File: src/rtl/core/sfd_pkg.sv
// Shared types, constants and helpers for the S.BUS frame decoder.
// No dependencies; imported by sfd_burst and sbus_frame_decoder.
package sfd_pkg;

   localparam int FRAME_BYTES = 25;
   localparam int NUM_CHAN    = 16;
   localparam int CHAN_BITS   = 11;
   localparam int CHAN_DATA_W = NUM_CHAN * CHAN_BITS;
   localparam int HOLD_BYTES  = FRAME_BYTES - 2;
   localparam int HOLD_W      = HOLD_BYTES * 8;
   localparam int POS_W       = $clog2(FRAME_BYTES);
   localparam int CNT_W       = $clog2(NUM_CHAN + 1);
   localparam int IDX_W       = $clog2(NUM_CHAN);

   localparam logic [7:0] HDR_BYTE = 8'h0F;
   localparam int FS_BIT   = 3;
   localparam int LOST_BIT = 2;

   localparam logic [15:0] TIMEOUT_RESET = 16'd50;

   localparam logic OP_BYTE = 1'b0;
   localparam logic OP_TICK = 1'b1;

   localparam logic KIND_CHAN    = 1'b0;
   localparam logic KIND_TIMEOUT = 1'b1;

   typedef struct packed {
      logic       opcode;
      logic [7:0] rx_byte;
   } sfd_req_type;

   typedef struct packed {
      logic                 kind;
      logic [IDX_W-1:0]     channel_index;
      logic [CHAN_BITS-1:0] channel_value;
      logic                 failsafe;
      logic                 lost_frame;
      logic                 last;
   } sfd_rsp_type;

   typedef struct packed {
      logic                   valid;
      logic                   kind;
      logic                   failsafe;
      logic                   lost_frame;
      logic [CHAN_DATA_W-1:0] data;
   } sfd_load_type;

   function automatic logic footer_ok(input logic [7:0] b);
      return (b == 8'h00) || (b == 8'h04) || (b == 8'h14) || (b == 8'h24) || (b == 8'h34);
   endfunction

endpackage

File: src/rtl/core/sfd_burst.sv
// Result sequencer: turns one loaded frame or timeout event into result items.
// Holds the output register of the result channel. Depends on sfd_pkg.
module sfd_burst import sfd_pkg::*; (
   input  logic         clock,
   input  logic         reset,
   input  sfd_load_type load,
   output logic         idle,
   output logic         rsp_valid,
   input  logic         rsp_ready,
   output sfd_rsp_type  rsp_data
);

   logic [CHAN_DATA_W-1:0] sh_ff, sh_in;
   logic [CNT_W-1:0]       cnt_ff, cnt_in;
   logic [IDX_W-1:0]       idx_ff, idx_in;
   logic                   kind_ff, kind_in;
   logic                   fs_ff, fs_in;
   logic                   lost_ff, lost_in;
   logic                   rsp_valid_ff, rsp_valid_in;
   sfd_rsp_type            rsp_data_ff, rsp_data_in;
   logic                   advance;

   assign advance = (cnt_ff != '0) && (!rsp_valid_ff || rsp_ready);
   assign idle    = (cnt_ff == '0);

   always_comb begin
      sh_in        = sh_ff;
      cnt_in       = cnt_ff;
      idx_in       = idx_ff;
      kind_in      = kind_ff;
      fs_in        = fs_ff;
      lost_in      = lost_ff;
      rsp_valid_in = rsp_valid_ff;
      rsp_data_in  = rsp_data_ff;
      if (load.valid) begin
         sh_in   = load.data;
         cnt_in  = (load.kind == KIND_TIMEOUT) ? CNT_W'(1) : CNT_W'(NUM_CHAN);
         idx_in  = '0;
         kind_in = load.kind;
         fs_in   = load.failsafe;
         lost_in = load.lost_frame;
      end else if (advance) begin
         rsp_data_in.kind          = kind_ff;
         rsp_data_in.channel_index = (kind_ff == KIND_TIMEOUT) ? '0 : idx_ff;
         rsp_data_in.channel_value = (kind_ff == KIND_TIMEOUT) ? '0 : sh_ff[CHAN_BITS-1:0];
         rsp_data_in.failsafe      = fs_ff;
         rsp_data_in.lost_frame    = lost_ff;
         rsp_data_in.last          = (cnt_ff == CNT_W'(1));
         rsp_valid_in = 1'b1;
         sh_in  = sh_ff >> CHAN_BITS;
         cnt_in = cnt_ff - CNT_W'(1);
         idx_in = idx_ff + IDX_W'(1);
      end
      if (!advance && rsp_ready) begin
         rsp_valid_in = 1'b0;
      end
   end

   always_ff @(posedge clock) begin
      if (reset) begin
         cnt_ff       <= '0;
         rsp_valid_ff <= 1'b0;
      end else begin
         cnt_ff       <= cnt_in;
         rsp_valid_ff <= rsp_valid_in;
      end
      sh_ff       <= sh_in;
      idx_ff      <= idx_in;
      kind_ff     <= kind_in;
      fs_ff       <= fs_in;
      lost_ff     <= lost_in;
      rsp_data_ff <= rsp_data_in;
   end

   assign rsp_valid = rsp_valid_ff;
   assign rsp_data  = rsp_data_ff;

   a_load_when_idle: assert property (@(posedge clock) disable iff (reset)
      load.valid |-> cnt_ff == '0)
      else $error("load while burst pending");

   a_cnt_range: assert property (@(posedge clock) disable iff (reset)
      cnt_ff <= CNT_W'(NUM_CHAN))
      else $error("burst count out of range");

   a_timeout_single: assert property (@(posedge clock) disable iff (reset)
      load.valid && load.kind == KIND_TIMEOUT |=> cnt_ff == CNT_W'(1))
      else $error("timeout event not a single item");

   a_timeout_last: assert property (@(posedge clock) disable iff (reset)
      rsp_valid_ff && rsp_data_ff.kind == KIND_TIMEOUT |-> rsp_data_ff.last)
      else $error("timeout item not marked last");

endmodule

File: src/rtl/core/sbus_frame_decoder.sv
// S.BUS frame decoder top level: header hunt, frame collection, footer check,
// tick timeout and failsafe. Depends on sfd_pkg and sfd_burst.
//
//   channel  ports                         moves
//   req      req_valid/req_ready/req_data  byte or millisecond tick
//   rsp      rsp_valid/rsp_ready/rsp_data  channel value or timeout event
//   csr      csr_we/csr_wdata              timeout_ticks write
//
// An item that yields no result is taken one per cycle while the sequencer is idle.
// A good frame yields 16 items, one per cycle from the sequencer while rsp_ready is high; a timeout one.
// req_ready is low while the sequencer still has items not yet in the output
// register, so a frame stalls the input until all its items are in that register.
// Reset is synchronous: hunting, flags cleared, tick count 0, timeout 50.
module sbus_frame_decoder import sfd_pkg::*; (
   input  logic        clock,
   input  logic        reset,
   input  logic        req_valid,
   output logic        req_ready,
   input  sfd_req_type req_data,
   output logic        rsp_valid,
   input  logic        rsp_ready,
   output sfd_rsp_type rsp_data,
   input  logic        csr_we,
   input  logic [15:0] csr_wdata
);

   logic [15:0]       timeout_ff, timeout_in;
   logic [POS_W-1:0]  pos_ff, pos_in;
   logic [HOLD_W-1:0] hold_ff, hold_in;
   logic              fs_ff, fs_in;
   logic              lost_ff, lost_in;
   logic [15:0]       ticks_ff, ticks_in;
   logic [15:0]       ticks_next;
   logic              take;
   logic              idle;
   sfd_load_type      load;

   assign req_ready  = idle;
   assign take       = req_valid && req_ready;
   assign ticks_next = (ticks_ff == 16'hFFFF) ? ticks_ff : ticks_ff + 16'd1;

   always_comb begin
      timeout_in      = csr_we ? csr_wdata : timeout_ff;
      pos_in          = pos_ff;
      hold_in         = hold_ff;
      fs_in           = fs_ff;
      lost_in         = lost_ff;
      ticks_in        = ticks_ff;
      load.valid      = 1'b0;
      load.kind       = KIND_CHAN;
      load.failsafe   = fs_ff;
      load.lost_frame = lost_ff;
      load.data       = '0;
      if (take) begin
         if (req_data.opcode == OP_TICK) begin
            ticks_in = ticks_next;
            if (ticks_next > timeout_ff) begin
               fs_in = 1'b1;
               if (!fs_ff) begin
                  load.valid      = 1'b1;
                  load.kind       = KIND_TIMEOUT;
                  load.failsafe   = 1'b1;
                  load.lost_frame = lost_ff;
               end
            end
         end else if (pos_ff == '0) begin
            if (req_data.rx_byte == HDR_BYTE) begin
               pos_in = POS_W'(1);
            end
         end else if (pos_ff == POS_W'(FRAME_BYTES - 1)) begin
            pos_in = '0;
            if (footer_ok(req_data.rx_byte)) begin
               fs_in           = hold_ff[HOLD_W-8+FS_BIT];
               lost_in         = hold_ff[HOLD_W-8+LOST_BIT];
               ticks_in        = '0;
               load.valid      = 1'b1;
               load.kind       = KIND_CHAN;
               load.failsafe   = hold_ff[HOLD_W-8+FS_BIT];
               load.lost_frame = hold_ff[HOLD_W-8+LOST_BIT];
               load.data       = hold_ff[CHAN_DATA_W-1:0];
            end
         end else begin
            hold_in = {req_data.rx_byte, hold_ff[HOLD_W-1:8]};
            pos_in  = pos_ff + POS_W'(1);
         end
      end
   end

   always_ff @(posedge clock) begin
      if (reset) begin
         timeout_ff <= TIMEOUT_RESET;
         pos_ff     <= '0;
         fs_ff      <= 1'b0;
         lost_ff    <= 1'b0;
         ticks_ff   <= '0;
      end else begin
         timeout_ff <= timeout_in;
         pos_ff     <= pos_in;
         fs_ff      <= fs_in;
         lost_ff    <= lost_in;
         ticks_ff   <= ticks_in;
      end
      hold_ff <= hold_in;
   end

   sfd_burst u_burst (
      .clock     (clock),
      .reset     (reset),
      .load      (load),
      .idle      (idle),
      .rsp_valid (rsp_valid),
      .rsp_ready (rsp_ready),
      .rsp_data  (rsp_data)
   );

   a_pos_range: assert property (@(posedge clock) disable iff (reset)
      pos_ff < POS_W'(FRAME_BYTES))
      else $error("byte position out of range");

   a_good_frame_clears: assert property (@(posedge clock) disable iff (reset)
      load.valid && load.kind == KIND_CHAN |=> ticks_ff == '0)
      else $error("tick count not cleared on good frame");

   a_timeout_sets_fs: assert property (@(posedge clock) disable iff (reset)
      load.valid && load.kind == KIND_TIMEOUT |=> fs_ff && !$past(fs_ff))
      else $error("timeout event without failsafe edge");

endmodule
File: config.mk
export PLATFORM = sky130hd
export DESIGN_NAME = sbus_frame_decoder
export DESIGN_NICKNAME = d
export VERILOG_FILES = /design/src/rtl/core/sfd_pkg.sv /design/src/rtl/core/sfd_burst.sv /design/src/rtl/core/sbus_frame_decoder.sv
export SDC_FILE = /design/constraint.sdc
export NUM_CORES = 1
export LEC_CHECK = 0
export ABC_AREA = 1
export BUFFER_PORTS_ARGS = -buffer_cell sky130_fd_sc_hd__buf_2
export CAP_MARGIN = 10
export CORE_MARGIN = 2
export CORE_UTILIZATION = 54
export DETAILED_ROUTE_END_ITERATION = 12
export PLACE_DENSITY = 0.81
export REMOVE_ABC_BUFFERS = 1
export SKIP_LAST_GASP = 1
export SLEW_MARGIN = 20
export SYNTH_ARGS = -nofsm -noshare
export SYNTH_HDL_FRONTEND = slang
export SYNTH_SLANG_ARGS = --single-unit
File: constraint.sdc
create_clock -name clock -period 21.2 [get_ports clock]
set_input_delay 2.12 -clock clock [delete_from_list [all_inputs] [get_ports clock]]
set_output_delay 2.12 -clock clock [all_outputs]
set_load 0.02 [all_outputs]
==> flow_summary_export.csv <==
group,metric,value,unit
status,status,"completed",
placed_design,placed_cells,1786,
routing,via_count,10098,
routing,drc,0,
routing,viasPerCell,5.43,
clock_tree,cts_tree,"done",
critical_path,critPathKind,"in2reg",
power,power_density,127,nW/um^2
clock_tree,h-tree-depth,2,
power,ir_worst_vdd,0.0814,mV
cells_and_area,finalNetCount,1485,
global_routing,grt_pass1_wl,47.8,mm
floorplanning,io_pins,51,
critical_path,cp_num_buf_inv,5,
min_path,min_path_type,"reg2reg",
timing,worst_pin_slew,1190,ps
critical_path,cp_max_fo,168,
cells_and_area,antennaDiodeCount,0,
critical_path,worst_setup_path_end_kind,"flip-flop",
placed_design,dpl.hpwl,16.0,mm
critical_path,crit_chain,"buf_2 -> nor3_1 -> o211a_1 -> nand2_1 -> nor2_4 -> buf_12 -> inv_6 -> nand3_4 -> buf_4 -> buf_4",
synthesis,synth-seq-area-share,0.740,
global_routing,grt_max_degree,185,
routing,wl_per_cell,15.6,microns
timing,max_freq,166,MHz
timing,grt_setup_unrepaired,"false",
synthesis,ys_ff_latch,431,
cells_and_area,fin_area,18600,sq um
routing,ant_nets,0,
synthesis,synth_area,16800,sq um
global_routing,antenna_found_initial,0,
cells_and_area,fin_cells,1860,
timing,post-route-period-util,0.285,
synthesis,synth_cells,1398,
global_routing,grt_pass1_vias,10187,
cells_and_area,drive_gt1_frac,0.0867,
routing,drt-pass1-iter-count,6,
floorplanning,start_util,0.549,
clock_tree,root_buffer,"clkbuf_16",
clock_tree,cts_sinks,431,
placed_design,place.gp.congestion,0.858,
floorplanning,die-area,32600,sq um
critical_path,crit_family,"buffers and inverters",
critical_path,r2r_slack,15420,ps
clock_tree,cts_max_path_buffers,3,
global_routing,grt_util_all_layers,0.177,
timing,fin_crit,6040,ps
timing,fin_setup_tns,0,ps
routing,wl,28.9,mm
timing,hold_viol,0,
power,p_leak,7.30,nW
clock_tree,clock_latency,530,ps
routing,drtIter0Drc,1113,
synthesis,yosysUniqueCellTypes,34,
critical_path,critPathMaxStageDelay,970,ps
floorplanning,die_h,181,microns
critical_path,cp.arrival,6190,ps
synthesis,yosys_warnings,0,
critical_path,crit_path_top_delay_cell,"buf_4",
placed_design,postPlaceCellArea,17400,sq um
synthesis,syn_area_per_cell,12.0,sq um
critical_path,cp_common_cell,"buf_4",
clock_tree,ctsHoldBuffers,0,
timing,slew_headroom,0.209,
floorplanning,core_area,30700,sq um
timing,setup_viol,0,
floorplanning,die_w,181,microns
critical_path,cp_data_required_time,21350,ps
power,power,2.37,mW
global_routing,overflow,0,
timing,final_max_slew_viol_count,0,
cells_and_area,area_growth,10.6,%
critical_path,startpoint_type,"input pin",
run,drv_cap,0,
clock_tree,clk_pin_slew,60,ps
timing,whs,423,ps
floorplanning,placementRows,64,
placed_design,portBuffers,50,
timing,skew,17.0,ps
clock_tree,cts_buffers,41,
clock_tree,postCtsSetupRepairBufs,0,
clock_tree,cts.repair.resized,0,
worst paths after layout:
kind / cells past startpoint / from / endpoint
worst min-delay path: 0 / hold_ff[182]$_DFFE_PP_ / hold_ff[174]$_DFFE_PP_
worst min register to register: 0 / hold_ff[182]$_DFFE_PP_ / hold_ff[174]$_DFFE_PP_
worst max-delay path: 10 / req_data[3] / u_burst.sh_ff[15]$_DFFE_PP_
worst max register to register: 21 / ticks_ff[0]$_SDFFE_PP0P_ / u_burst.sh_ff[15]$_DFFE_PP_
cell type report:
cell class,instances,area (sq um)
fillers,2246,12100
repair buffers,57,328
inverters,84,320
flip-flops and latches,431,12500
well taps,396,495
clock buffers,55,1130
clock inverters,19,119
multi-input cells,818,3770
cells in the mapped netlist, drive strengths merged:
| cell type | number | area (sq um) |
|---|---|---|
| o21ai | 31 | 155 |
| dfxtp | 49 | 981 |
| a21o | 1 | 7.51 |
| nand3 | 180 | 911 |
| nor3b | 2 | 15.0 |
| o211a | 1 | 10.0 |
| a211oi | 2 | 15.0 |
| nand2 | 425 | 1600 |
| inv | 81 | 304 |
| clkbuf | 13 | 48.8 |
| clkinv | 3 | 11.3 |
| buf | 52 | 273 |
| ha | 22 | 275 |
| a31o | 1 | 8.76 |
| or2 | 1 | 6.26 |
| xnor2 | 2 | 17.5 |
| edfxtp | 382 | 11500 |
| nor4 | 3 | 18.8 |
| a21boi | 1 | 7.51 |
| nor3 | 14 | 81.3 |
| nor2 | 73 | 294 |
| a21oi | 45 | 225 |
| nand4 | 8 | 50.1 |
| xor2 | 6 | 52.6 |
routing by layer:
metal | GRT usage | share of wire | vias to the layer above
met1 | 0.217 | 0.40 | 4917
met2 | 0.324 | 0.54 | 242
li1 | - | - | 4885
met3 | 0.0271 | 0.039 | 54
met5 | 0 | 0 | -
met4 | 0.0529 | 0.020 | 0
sequential cells by signal (all words and copies together), names as in the netlist, 4 cells and up:
signal / count
u_burst.cnt_ff: 5
u_burst.idx_ff: 4
hold_ff: 184
timeout_ff: 16
u_burst.sh_ff: 176
u_burst.rsp_data: 19
pos_ff: 5
ticks_ff: 16
report_power, final:
part / internal [mW] / leakage [nW] / total [mW] / switching, mW
Sequential: 1.24 / 4.06 / 1.30 / 0.0615
Combinational: 0.114 / 2.63 / 0.382 / 0.268
Clock: 0.387 / 0.609 / 0.680 / 0.293
through the flow:
| step | util | worst slack (ps) |
|---|---|---|
| 2_1_floorplan | - | 5390 |
| 3_3_place_gp | 0.566 | 14590 |
| 3_5_place_dp | 0.566 | 14560 |
| 4_1_cts | 0.607 | 15120 |
| 5_1_grt | 0.607 | 14780 |
| 6_report | 0.607 | 15160 |
cells by family (layout without fill, tap and decap cells):
| kind of cell | after synthesis | after routing | share of synthesized area |
|---|---|---|---|
| flops | 431 | 431 | 0.740 |
| compound gates | 82 | 82 | 0.0255 |
| fa+ha+maj | 22 | 22 | 0.0163 |
| buf+inv | 149 | 215 | 0.0378 |
| xor+xnor | 8 | 8 | 0.00416 |
| simple gates | 706 | 706 | 0.177 |
placed cells by master (no fill, tap or decap), drive strengths merged:
cell,Yosys,layout
a211oi,2,2
nor3,14,14
a21boi,1,1
bufinv,0,1
nand4,8,8
a21o,1,1
ha,22,22
or2,1,1
o21ai,31,31
clkinv,3,18
clkbuf,13,55
a21oi,45,45
xnor2,2,2
buf,52,57
inv,81,82
a31o,1,1
xor2,6,6
dfxtp,49,49
nor3b,2,2
edfxtp,382,382
nand3,180,180
nand2,425,425
nor4,3,3
o211a,1,1
clkinvlp,0,2
nor2,73,73
Power figures use the tool's default switching activity.
